File: config.mk
export PLATFORM = sky130hd
export DESIGN_NAME = block_rms_level_db_unit
export DESIGN_NICKNAME = d
export VERILOG_FILES = /design/src/rtl/core/brld_pkg.sv /design/src/rtl/core/brld_ctrl.sv /design/src/rtl/core/brld_dp.sv /design/src/rtl/core/block_rms_level_db_unit.sv
export SDC_FILE = /design/constraint.sdc
export NUM_CORES = 2
export LEC_CHECK = 0
export BUFFER_PORTS_ARGS = -buffer_cell sky130_fd_sc_hd__buf_2
export CAP_MARGIN = 20
export CORE_AREA = 2 2 450 497
export CTS_BUF_LIST = sky130_fd_sc_hd__clkbuf_4
export CTS_CLUSTER_DIAMETER = 50
export DETAILED_ROUTE_END_ITERATION = 6
export DIE_AREA = 0 0 452 499
export GPL_ROUTABILITY_DRIVEN = 0
export PLACE_DENSITY = 0.48
export SLEW_MARGIN = 10
export SYNTH_ARGS = -nofsm -noshare
export SYNTH_HDL_FRONTEND = slang
export SYNTH_HIERARCHICAL = 1
export SYNTH_SLANG_ARGS = --single-unit
File: constraint.sdc
create_clock -name i_clk -period 12.2 [get_ports i_clk]
set_input_delay 0.61 -clock i_clk [delete_from_list [all_inputs] [get_ports i_clk]]
set_output_delay 0.61 -clock i_clk [all_outputs]
set_load 0.02 [all_outputs]
File: src/rtl/core/brld_pkg.sv
`timescale 1ns / 1ps

package brld_pkg;

    localparam int DATA_W     = 16;
    localparam int CFG_W      = 17;
    localparam int SUM_W      = 47;
    localparam int NORM_W     = 48;
    localparam int MANT_W     = 32;
    localparam int SHIFT_W    = 6;
    localparam int FRAC_W     = 24;
    localparam int LOG_W      = SHIFT_W + FRAC_W;
    localparam int ITER_W     = 5;
    localparam int PROD_W     = 2 * MANT_W;
    localparam int SCALE_W    = 30;
    localparam int SCALED_W   = LOG_W + SCALE_W;

    localparam logic [CFG_W-1:0]   BLOCK_RST     = 17'd1024;
    localparam logic [ITER_W-1:0]  LOG_ITER_LAST = 5'd23;
    localparam logic [SHIFT_W-1:0] MSB_POS       = 6'd47;
    // 2560 * log10(2) with 20 fraction bits
    localparam logic [SCALE_W-1:0] DB_SCALE_Q20  = 30'd808071242;
    // full scale squared is 2^30
    localparam logic [31:0]        FS_LOG_Q24    = 32'd30 << FRAC_W;
    localparam logic [SCALED_W:0]  ROUND_HALF    = 61'd1 << 43;
    localparam int                 ROUND_SHIFT   = 44;
    localparam logic [16:0]        NEG_LIMIT     = 17'd32768;
    localparam logic [16:0]        POS_LIMIT     = 17'd32767;
    localparam logic [DATA_W-1:0]  LEVEL_MIN     = 16'h8000;
    localparam logic [DATA_W-1:0]  LEVEL_MAX     = 16'h7FFF;

    typedef enum logic [3:0] {
        S_IDLE,
        S_NORM,
        S_SQ,
        S_RN,
        S_NEXT,
        S_DIFF,
        S_MUL,
        S_RND,
        S_EMIT
    } t_state;

    typedef struct packed {
        logic idle;
        logic shift;
        logic sq;
        logic rn;
        logic load_cnt;
        logic diff;
        logic mul;
        logic rnd;
        logic zero;
        logic emit;
    } t_cmd;

    typedef struct packed {
        logic blk_done;
        logic norm_msb;
        logic norm_zero;
        logic out_free;
    } t_sts;

endpackage

File: src/rtl/core/brld_ctrl.sv
`timescale 1ns / 1ps

module brld_ctrl (
    input  logic            i_clk,
    input  logic            i_rst_n,
    input  brld_pkg::t_sts  i_sts,
    output brld_pkg::t_cmd  o_cmd
);

    brld_pkg::t_state                r_state, n_state;
    logic [brld_pkg::ITER_W-1:0]     r_iter, n_iter;
    logic                            r_phase, n_phase;   // 0: sum, 1: count

    always_ff @(posedge i_clk) begin
        if (!i_rst_n) begin
            r_state <= brld_pkg::S_IDLE;
            r_iter  <= '0;
            r_phase <= 1'b0;
        end else begin
            r_state <= n_state;
            r_iter  <= n_iter;
            r_phase <= n_phase;
        end
    end

    always_comb begin
        n_state = r_state;
        n_iter  = r_iter;
        n_phase = r_phase;
        o_cmd   = '0;
        case (r_state)
            brld_pkg::S_IDLE: begin
                o_cmd.idle = 1'b1;
                if (i_sts.blk_done) begin
                    n_state = brld_pkg::S_NORM;
                    n_phase = 1'b0;
                end
            end
            brld_pkg::S_NORM: begin
                if (!r_phase && i_sts.norm_zero) begin
                    // silent block
                    o_cmd.zero = 1'b1;
                    n_state    = brld_pkg::S_EMIT;
                end else if (i_sts.norm_msb) begin
                    n_iter  = '0;
                    n_state = brld_pkg::S_SQ;
                end else begin
                    o_cmd.shift = 1'b1;
                end
            end
            brld_pkg::S_SQ: begin
                o_cmd.sq = 1'b1;
                n_state  = brld_pkg::S_RN;
            end
            brld_pkg::S_RN: begin
                o_cmd.rn = 1'b1;
                if (r_iter == brld_pkg::LOG_ITER_LAST) begin
                    n_state = r_phase ? brld_pkg::S_DIFF : brld_pkg::S_NEXT;
                end else begin
                    n_iter  = r_iter + 1'b1;
                    n_state = brld_pkg::S_SQ;
                end
            end
            brld_pkg::S_NEXT: begin
                o_cmd.load_cnt = 1'b1;
                n_phase        = 1'b1;
                n_state        = brld_pkg::S_NORM;
            end
            brld_pkg::S_DIFF: begin
                o_cmd.diff = 1'b1;
                n_state    = brld_pkg::S_MUL;
            end
            brld_pkg::S_MUL: begin
                o_cmd.mul = 1'b1;
                n_state   = brld_pkg::S_RND;
            end
            brld_pkg::S_RND: begin
                o_cmd.rnd = 1'b1;
                n_state   = brld_pkg::S_EMIT;
            end
            brld_pkg::S_EMIT: begin
                if (i_sts.out_free) begin
                    o_cmd.emit = 1'b1;
                    n_state    = brld_pkg::S_IDLE;
                end
            end
            default: begin
                n_state = brld_pkg::S_IDLE;
            end
        endcase
    end

    a_zero_sum: assert property (@(posedge i_clk) disable iff (!i_rst_n)
        o_cmd.zero |-> !r_phase)
        else $error("silent level raised on the count log");

    a_sq_norm: assert property (@(posedge i_clk) disable iff (!i_rst_n)
        r_state == brld_pkg::S_SQ |-> i_sts.norm_msb)
        else $error("squaring an unnormalised mantissa");

    a_diff_phase: assert property (@(posedge i_clk) disable iff (!i_rst_n)
        r_state == brld_pkg::S_DIFF |-> r_phase)
        else $error("difference taken before count log");

    a_iter_range: assert property (@(posedge i_clk) disable iff (!i_rst_n)
        r_iter <= brld_pkg::LOG_ITER_LAST)
        else $error("log iteration count out of range");

endmodule

File: src/rtl/core/brld_dp.sv
`timescale 1ns / 1ps

module brld_dp (
    input  logic                          i_clk,
    input  logic                          i_rst_n,
    input  logic                          i_cfg_we,
    input  logic [brld_pkg::CFG_W-1:0]    i_cfg_wdata,
    input  logic                          i_in_valid,
    output logic                          o_in_ready,
    input  logic [brld_pkg::DATA_W-1:0]   i_in_data,
    output logic                          o_out_valid,
    input  logic                          i_out_ready,
    output logic [brld_pkg::DATA_W-1:0]   o_out_data,
    input  brld_pkg::t_cmd                i_cmd,
    output brld_pkg::t_sts                o_sts
);

    logic [brld_pkg::CFG_W-1:0]    r_block_size;
    logic [brld_pkg::SUM_W-1:0]    r_sum;
    logic [brld_pkg::CFG_W-1:0]    r_cnt;
    logic [brld_pkg::CFG_W-1:0]    r_cnt_snap;
    logic [brld_pkg::NORM_W-1:0]   r_norm;
    logic [brld_pkg::SHIFT_W-1:0]  r_shift;
    logic [brld_pkg::FRAC_W-1:0]   r_frac;
    logic [brld_pkg::LOG_W-1:0]    r_log_a;
    logic [brld_pkg::PROD_W-1:0]   r_prod;
    logic                          r_neg;
    logic [brld_pkg::LOG_W-1:0]    r_mag;
    logic [brld_pkg::DATA_W-1:0]   r_level;
    logic                          r_out_valid;
    logic [brld_pkg::DATA_W-1:0]   r_out_data;

    logic signed [31:0]              w_sq_full;
    logic [brld_pkg::SUM_W-1:0]      w_sum_new;
    logic [brld_pkg::CFG_W-1:0]      w_eff;
    logic [brld_pkg::CFG_W:0]        w_cnt_inc;
    logic                            w_last;
    logic                            w_accept;
    logic [brld_pkg::MANT_W-1:0]     w_mant;
    logic [brld_pkg::LOG_W-1:0]      w_log_b;
    logic [31:0]                     w_diff;
    logic [31:0]                     w_abs;
    logic [brld_pkg::SCALED_W-1:0]   w_scaled;
    logic [brld_pkg::SCALED_W:0]     w_rsum;
    logic [16:0]                     w_q;
    logic [brld_pkg::DATA_W-1:0]     w_level;

    // accumulation side
    assign w_sq_full = $signed(i_in_data) * $signed(i_in_data);
    assign w_sum_new = r_sum + {{(brld_pkg::SUM_W-31){1'b0}}, w_sq_full[30:0]};
    assign w_eff     = (r_block_size == '0) ? {{(brld_pkg::CFG_W-1){1'b0}}, 1'b1}
                                            : r_block_size;
    assign w_cnt_inc = {1'b0, r_cnt} + 1'b1;
    assign w_last    = w_cnt_inc >= {1'b0, w_eff};
    // the closing beat of a block waits until the level unit and output are free
    assign o_in_ready = !w_last || (i_cmd.idle && !r_out_valid);
    assign w_accept   = i_in_valid && o_in_ready;

    // log2 side: mantissa 1.31 sits in the top of the normalising register
    assign w_mant  = r_norm[brld_pkg::NORM_W-1 -: brld_pkg::MANT_W];
    assign w_log_b = {brld_pkg::MSB_POS - r_shift, r_frac};
    assign w_diff  = {2'b00, r_log_a} - {2'b00, w_log_b} - brld_pkg::FS_LOG_Q24;
    assign w_abs   = w_diff[31] ? (~w_diff + 1'b1) : w_diff;
    assign w_scaled = r_mag * brld_pkg::DB_SCALE_Q20;
    assign w_rsum  = {1'b0, r_prod[brld_pkg::SCALED_W-1:0]} + brld_pkg::ROUND_HALF;
    assign w_q     = w_rsum[brld_pkg::ROUND_SHIFT +: 17];

    always_comb begin
        if (r_neg) begin
            w_level = (w_q > brld_pkg::NEG_LIMIT) ? brld_pkg::LEVEL_MIN
                                                  : 16'(~w_q + 1'b1);
        end else begin
            w_level = (w_q > brld_pkg::POS_LIMIT) ? brld_pkg::LEVEL_MAX
                                                  : w_q[brld_pkg::DATA_W-1:0];
        end
    end

    always_ff @(posedge i_clk) begin
        if (!i_rst_n) begin
            r_block_size <= brld_pkg::BLOCK_RST;
            r_sum        <= '0;
            r_cnt        <= '0;
            r_out_valid  <= 1'b0;
        end else begin
            if (i_cfg_we) begin
                r_block_size <= i_cfg_wdata;
            end
            if (w_accept) begin
                if (w_last) begin
                    r_sum <= '0;
                    r_cnt <= '0;
                end else begin
                    r_sum <= w_sum_new;
                    r_cnt <= w_cnt_inc[brld_pkg::CFG_W-1:0];
                end
            end
            if (i_cmd.emit) begin
                r_out_valid <= 1'b1;
            end else if (i_out_ready) begin
                r_out_valid <= 1'b0;
            end
        end
    end

    always_ff @(posedge i_clk) begin
        if (w_accept && w_last) begin
            r_norm     <= {1'b0, w_sum_new};
            r_cnt_snap <= w_cnt_inc[brld_pkg::CFG_W-1:0];
            r_shift    <= '0;
            r_frac     <= '0;
        end else if (i_cmd.load_cnt) begin
            r_log_a <= {brld_pkg::MSB_POS - r_shift, r_frac};
            r_norm  <= {{(brld_pkg::NORM_W-brld_pkg::CFG_W){1'b0}}, r_cnt_snap};
            r_shift <= '0;
            r_frac  <= '0;
        end else if (i_cmd.shift) begin
            r_norm  <= {r_norm[brld_pkg::NORM_W-2:0], 1'b0};
            r_shift <= r_shift + 1'b1;
        end else if (i_cmd.rn) begin
            // square lies in [2^62, 2^64); top bit set means the log bit is one
            if (r_prod[brld_pkg::PROD_W-1]) begin
                r_norm <= {r_prod[63:32], {(brld_pkg::NORM_W-brld_pkg::MANT_W){1'b0}}};
                r_frac <= {r_frac[brld_pkg::FRAC_W-2:0], 1'b1};
            end else begin
                r_norm <= {r_prod[62:31], {(brld_pkg::NORM_W-brld_pkg::MANT_W){1'b0}}};
                r_frac <= {r_frac[brld_pkg::FRAC_W-2:0], 1'b0};
            end
        end
        if (i_cmd.sq) begin
            r_prod <= w_mant * w_mant;
        end else if (i_cmd.mul) begin
            r_prod <= {{(brld_pkg::PROD_W-brld_pkg::SCALED_W){1'b0}}, w_scaled};
        end
        if (i_cmd.diff) begin
            r_neg <= w_diff[31];
            r_mag <= w_abs[brld_pkg::LOG_W-1:0];
        end
        if (i_cmd.zero) begin
            r_level <= '0;
        end else if (i_cmd.rnd) begin
            r_level <= w_level;
        end
        if (i_cmd.emit) begin
            r_out_data <= r_level;
        end
    end

    // closing beat offered with the output register empty; the controller
    // only takes it while idle, which is exactly when it is accepted
    assign o_sts.blk_done  = i_in_valid && w_last && !r_out_valid;
    assign o_sts.norm_msb  = r_norm[brld_pkg::NORM_W-1];
    assign o_sts.norm_zero = (r_norm == '0);
    assign o_sts.out_free  = !r_out_valid || i_out_ready;

    assign o_out_valid = r_out_valid;
    assign o_out_data  = r_out_data;

endmodule

File: src/rtl/core/block_rms_level_db_unit.sv
`timescale 1ns / 1ps
// Block RMS level meter, result in 1/256 dB relative to full scale.
// Input stream: one signed Q1.15 sample per beat on s_axis_tdata. Its square
// is added to a 47-bit sum.
// After block_size samples (i_cfg_wdata, written with i_cfg_we; 0 acts as 1)
// the sum and count are handed to the level unit and accumulation restarts.
// The level unit forms log2 of sum and of count by normalising (one bit shift
// a cycle) and 24 square-and-renormalise steps on one 32x32 multiplier,
// then scales by 2560*log10(2) and rounds.
// The delay from the closing beat of a block to m_axis_tvalid varies with the
// two normalising searches; a silent block gives a level of 0 without them.
// Beats inside a block flow at one per cycle; the closing beat of the next
// block is held (s_axis_tready low) until the previous level has been
// computed and the output register is empty.
// When the receiver stalls, the level waits in the output register and
// sample beats keep flowing until the next block closes.
// Reset (synchronous, active low) clears sum, count and output valid and
// sets the block size to 1024.
module block_rms_level_db_unit (
    input  logic                          i_clk,
    input  logic                          i_rst_n,
    input  logic                          i_cfg_we,
    input  logic [brld_pkg::CFG_W-1:0]    i_cfg_wdata,     // block_size
    input  logic                          s_axis_tvalid,
    output logic                          s_axis_tready,
    input  logic [brld_pkg::DATA_W-1:0]   s_axis_tdata,    // [15:0] sample
    output logic                          m_axis_tvalid,
    input  logic                          m_axis_tready,
    output logic [brld_pkg::DATA_W-1:0]   m_axis_tdata     // [15:0] level_db
);

    brld_pkg::t_cmd w_cmd;
    brld_pkg::t_sts w_sts;

    brld_ctrl u_ctrl (
        .i_clk   (i_clk),
        .i_rst_n (i_rst_n),
        .i_sts   (w_sts),
        .o_cmd   (w_cmd)
    );

    brld_dp u_dp (
        .i_clk       (i_clk),
        .i_rst_n     (i_rst_n),
        .i_cfg_we    (i_cfg_we),
        .i_cfg_wdata (i_cfg_wdata),
        .i_in_valid  (s_axis_tvalid),
        .o_in_ready  (s_axis_tready),
        .i_in_data   (s_axis_tdata),
        .o_out_valid (m_axis_tvalid),
        .i_out_ready (m_axis_tready),
        .o_out_data  (m_axis_tdata),
        .i_cmd       (w_cmd),
        .o_sts       (w_sts)
    );

endmodule
# ---- After elaboration in Yosys (flattened, before gate mapping)
# Cells that the tools add are included.
# W data, S select, Z words.
dict set report op_classes {
  n_addsub 10
  n_mul 3
  order_cmp 3
  n_eq_ne 15
  muxes 44
  n_bitwise 4
  reduce_logical 26
}
# operator count
set ops {}
lappend ops {{$mux W48} 3}
lappend ops {{$mux W47} 3}
lappend ops {{$mux W64} 2}
lappend ops {{$mul A32 B32 Y64} 1}
lappend ops {{$add A60 B44 Y61 const B} 1}
lappend ops {{$mul A30 B29 Y59 const B} 1}
lappend ops {{$logic_not A48 Y1} 1}
lappend ops {{$mux W16} 3}
lappend ops {{$add A47 B31 Y47} 1}
lappend ops {{$pmux W4 S9} 1}
lappend ops {{$mux W17} 2}
lappend ops {{$sub A32 B29 Y32 const B} 1}
lappend ops {{$mul A16 B16 Y31} 1}
lappend ops {{$sub A30 B30 Y31} 1}
lappend ops {{$add A30 B1 Y30 const B} 1}
lappend ops {{$mux W30} 1}
lappend ops {{$not A30 Y30} 1}
lappend ops {{$mux W4} 5}
lappend ops {{$mux W1} 19}
lappend ops {{$add A17 B1 Y18 const B} 1}
lappend ops {{$ge A18 B17 Y1} 1}
lappend ops {{$gt A17 B15 Y1 const B} 1}
lappend ops {{$gt A17 B16 Y1 const B} 1}
lappend ops {{$logic_not A17 Y1} 1}
lappend ops {{27 further kinds} 51}
dict set report totals {
  ff_bits 344
  input_bits 38
}

# ---- Longest topological paths before layout
dict set report depth {
  depth_word 9
  mapped_depth 38
  depth_no_buf 37
}

# ---- Cells and area by module
# The synthesis kept the hierarchy.
# module n_inst cells_each area_each_um2 seq_area_each_um2
set modules_own_cells {}
lappend modules_own_cells {brld_dp 1 6990 65120.0 7807.5}
lappend modules_own_cells {brld_ctrl 1 75 663.1 200.2}

# ---- Least setup slack after synthesis
# Ideal clock, no wire load.
dict set report synth_timing {
  kind {input-to-reg}
  startpoint {in s_axis_tdata[3] in the netlist's numbering}
  endpoint {reg u_dp/r_norm[43] in the netlist's numbering (data pin)}
  setup_time_ns 0.268
  arrival_ns 8.381
  required_time_ns 11.932
  slack_ns 3.551
  cell_stages 35
  path_buffers 2
  path_cell_list {clkbuf_1 clkbuf_1 nand2_1 inv_1 fa_1 inv_1 fa_1 fa_1 fa_1 inv_1 fa_1 inv_1 fa_1 inv_1 ha_1 a21oi_1 nor2b_1 or4_1 o2111a_1 o21ai_0 nand2b_1 a21o_1 a21o_1 a21oi_1 xnor2_1 ha_1 and3_1 and2_1 o31ai_1 o211ai_1 a221oi_1 o221ai_1 nand3_1 xnor2_1 o21ai_0}
}
dict set report synth_via {
  elab_chain_len 3
}
# item line_no
set synth_lines {}
lappend synth_lines {{start: declaration} block_rms_level_db_unit.sv:26} ;# input logic [brld_pkg::DATA_W-1:0] s_axis_tdata,
lappend synth_lines {{$mul A16 B16 Y31} brld_dp.sv:49} ;# assign w_sq_full = $signed(i_in_data) * $signed(i_in_data);
lappend synth_lines {{$add A47 B31 Y47} brld_dp.sv:50} ;# assign w_sum_new = r_sum + {{(brld_pkg::SUM_W-31){1'b0}}, w_sq_full[30:0]};
lappend synth_lines {{$mux W47} brld_dp.sv:106} ;# if (w_accept && w_last) begin
lappend synth_lines {{end signal: assignment} brld_dp.sv:107} ;# r_norm <= {1'b0, w_sum_new};
lappend synth_lines {{end signal: assignment} brld_dp.sv:113} ;# r_norm <= {{(brld_pkg::NORM_W-brld_pkg::CFG_W){1'b0}}, r_cnt_snap};
lappend synth_lines {{end signal: assignment} brld_dp.sv:117} ;# r_norm <= {r_norm[brld_pkg::NORM_W-2:0], 1'b0};
lappend synth_lines {{end: declaration} brld_dp.sv:22} ;# logic [brld_pkg::NORM_W-1:0] r_norm;
# No other way between the ends.
# A chain may end at the register's enable or synchronous reset.

# ---- Worst setup path after layout
dict set report layout_timing {
  startpoint {reg u_dp/r_norm[32] in the netlist's numbering}
  endpoint {reg u_dp/r_prod[63] in the netlist's numbering (data pin)}
}
dict set report layout_via {
  elab_chain_len 2
}
# item line_no
set layout_lines {}
lappend layout_lines {{$mul A32 B32 Y64} brld_dp.sv:130} ;# r_prod <= w_mant * w_mant;
lappend layout_lines {{$mux W64} brld_dp.sv:129} ;# if (i_cmd.sq) begin
lappend layout_lines {{end signal: assignment} brld_dp.sv:130}
lappend layout_lines {{end signal: assignment} brld_dp.sv:132} ;# r_prod <= {{(brld_pkg::PROD_W-brld_pkg::SCALED_W){1'b0}}, w_scaled};
lappend layout_lines {{end: declaration} brld_dp.sv:26} ;# logic [brld_pkg::PROD_W-1:0] r_prod;
# No other way between the ends.

==> impl_metrics.py <==
metrics = {
    "outcome": {
        "outcome": "finished clean",
    },
    "drt": {
        "wirelength_um": 181000,
        "via_count": 46600,
        "ant_nets": 0,
        "firstDrtPassIters": 6,
        "avgViaCountPerCell": 4.64,
        "drc_errors": 0,
        "drt_iter0_markers": 2391,
        "wl_per_cell_um": 18.0,
    },
    "timing": {
        "max_slew_margin_pct": 20.5,
        "slew_violations": 0,
        "min_period_ps": 10090,
        "fin_worst_skew_ps": 66.2,
        "period_share_pct": 82.7,
        "max_freq_ghz": 0.0991,
        "setup_violations": 0,
        "grt_setup_unrepaired": "no",
        "worstMarginPinSlew_ps": 1190,
        "hold_viol": 0,
        "finalSetupTns_ps": 0,
        "hold_ws_ps": 218,
    },
    "place": {
        "port-buffer-count": 55,
        "hpwl_um": 149000,
    },
    "floorplanning": {
        "fp.dieArea_um2": 226000,
        "die-height_um": 499,
        "fp.dieW_um": 452,
        "coreArea_um2": 220000,
        "start_util_pct": 29.9,
        "ios": 56,
        "row_count": 181,
    },
    "synthesis": {
        "synth-edff-count": 174,
        "synthAdderAreaFrac_pct": 51.7,
        "synth_commonest_cells": "inv_1 (1735), fa_1 (1215), ha_1 (776)",
        "async_reset_ff_share_pct": 0,
        "synthCells": 7065,
        "synth-seq-cells": 313,
        "yosys-top-cells-area": "fa_1 (37%), ha_1 (15%), inv_1 (9.9%)",
        "synth_top_family_by_area": "adder cells",
        "yosys-mux-area-fraction_pct": 0.892,
        "synth.top_cell.area_share_pct": 37.0,
        "synth_area_leader_cell": "fa_1",
        "ys_warn_count": 6,
        "netlist_area_um2": 65800,
        "synth-main-ff-cell": "edfxtp_1",
        "yosys.area_share.simple_pct": 11.7,
        "yosysMostFrequentCell": "inv_1",
        "syn_nets": 9094,
        "synth_xor_area_share_pct": 3.33,
        "syn_area_per_cell_um2": 9.31,
        "synthDistinctLibCells": 89,
        "yosysSeqAreaShare_pct": 12.2,
        "synth_compound_area_share_pct": 8.85,
    },
    "cts": {
        "clock-sinks": 313,
        "h-tree-depth": 3,
        "clock-root-buffer": "clkbuf_4",
        "clock_path_buffers": 3,
        "cts_buffers": 80,
        "clk_pin_slew_ps": 70,
        "tritoncts": "done",
        "clk_latency_ps": 890,
    },
    "global_routing": {
        "grt-ovfl-total": 0,
        "grt_usage_pct": 16.3,
        "grt_antenna_before_repair": 8,
        "grt_pass1_wl_um": 289000,
        "grt_max_degree": 79,
        "grt_pass1_vias": 50900,
    },
    "min_path": {
        "hold_start": "m_axis_tready",
        "hold_path_end": "u_dp/o_out_valid$_SDFFE_PN0P_",
        "hold_class": "in2reg",
        "hold_depth": 3,
    },
    "setup_path": {
        "crit_top_cell": "fa_1",
        "cp_max_fo": 15,
        "rr_worst_depth": 29,
        "start_kind": "flop",
        "worst_path_max_delay_cell": "edfxtp_1",
        "critical_path_class": "reg2reg",
        "r2r-start": "u_dp/r_norm[32]$_DFFE_PP_",
        "r2r_end": "u_dp/r_prod[63]$_SDFFCE_PN0P_",
        "cp.required_ps": 12790,
        "arrival_ps": 10680,
        "reg2reg_slack_ps": 2110,
        "slowest_delay_ps": 1100,
        "cp-end-kind": "flop",
    },
    "layout": {
        "finalNetCount": 9070,
        "register_area_um2": 8010,
        "drive_above_1_share_pct": 4.43,
        "multi_input_area_um2": 50300,
        "fillCellCount": 23000,
        "area_growth_pct": 7.40,
    },
    "flow_run": {
        "cap_violations": 0,
    },
}
cells by family (layout without fill, tap and decap cells):
group | after synthesis | after routing
xor gates and xnor gates | 250 | 250
AOI/OAI and AO/OA | 901 | 901
buffers and inverters | 1985 | 2029
and+or+nand+nor | 1567 | 1567
DFF | 313 | 313
adders and majority gates | 1991 | 1991
muxes | 58 | 58
other | 0 | 7
placed cells by master, fill, tap and decap left out, types with 117 or more instances in the layout:
| master | netlist | routed |
|---|---|---|
| nand2_1 | 566 | 566 |
| fa_1 | 1215 | 1215 |
| o21ai_0 | 179 | 178 |
| nor2_1 | 307 | 305 |
| xnor2_1 | 172 | 172 |
| edfxtp_1 | 174 | 174 |
| inv_1 | 1735 | 1734 |
| clkbuf_4 | 0 | 117 |
| dfxtp_1 | 139 | 139 |
| a21oi_1 | 266 | 266 |
| and2_1 | 225 | 225 |
| ha_1 | 776 | 776 |
repair_timing:
item | in CTS | in global routing
hold endpoints to repair | 17 | 0
setup buffers | 0 | 0
gates resized for setup | 0 | 0
hold buffers | 17 | 0
how the worst max path moves through the flow:
stage / start / endpoint / slack (ps) / cells past startpoint
3_3_place_gp: u_dp/r_norm[18]$_DFFE_PP_ / u_dp/r_prod[60]$_SDFFCE_PN0P_ / 2480 / 28
5_1_grt: u_dp/r_norm[32]$_DFFE_PP_ / u_dp/r_prod[63]$_SDFFCE_PN0P_ / 1860 / 29
4_1_cts: u_dp/r_norm[32]$_DFFE_PP_ / u_dp/r_prod[63]$_SDFFCE_PN0P_ / 2360 / 29
2_1_floorplan: s_axis_tdata[3] / u_dp/r_norm[43]$_DFFE_PP_ / 3550 / 35
3_5_place_dp: u_dp/r_norm[18]$_DFFE_PP_ / u_dp/r_prod[60]$_SDFFCE_PN0P_ / 2400 / 28
6_report: u_dp/r_norm[32]$_DFFE_PP_ / u_dp/r_prod[63]$_SDFFCE_PN0P_ / 2110 / 29
layer usage:
layer  global-route usage, %  vias to the layer above  part of all wire [%]
met5                       0                        -                0.0072
met3                    1.64                      171                   3.5
li1                        -                    22100                     -
met1                    22.0                    23500                    46
met2                    28.2                      801                    49
met4                    3.59                        2                   2.0
metrics by stage:
stage	instances	setup slack [ps]	utilization, %	cell area, um2
2_1_floorplan	7065	3550	-	65800
3_3_place_gp	9866	2480	31.4	69300
3_5_place_dp	9866	2400	31.4	69300
4_1_cts	10000	2360	32.0	70600
5_1_grt	10000	1860	32.1	70700
6_report	10000	2110	32.1	70700
worst max-delay path: cells and delay by family, from the launching register on:
kind	cells	cell delay, ps
compound gates	7	1950
xor+xnor	1	130
fa+ha+maj	9	4340
simple gates	4	1380
flops	1	1100
buf+inv	8	860
sequential cells by signal (all words and copies together) (netlist names), 17 cells and up:
register,cells
u_dp/r_sum,47
u_dp/r_log_a,30
u_dp/r_block_size,17
u_dp/r_mag,30
u_dp/r_prod,33
u_dp/r_cnt,17
u_dp/r_norm,48
u_dp/r_cnt_snap,17
u_dp/r_frac,24
cell type report:
type / count / share of cell area, %
Timing Repair Buffer: 136 / 1.35
Multi-Input combinational cell: 4767 / 71.2
Inverter: 1743 / 9.26
Clock buffer: 117 / 1.24
Tap cell: 2928 / 5.19
Sequential cell: 313 / 11.3
Antenna cell: 7 / 0.0248
Clock inverter: 33 / 0.349
Power is not shown: default switching activity piles up to over one toggle a cycle in this logic, so the estimate is an artifact.
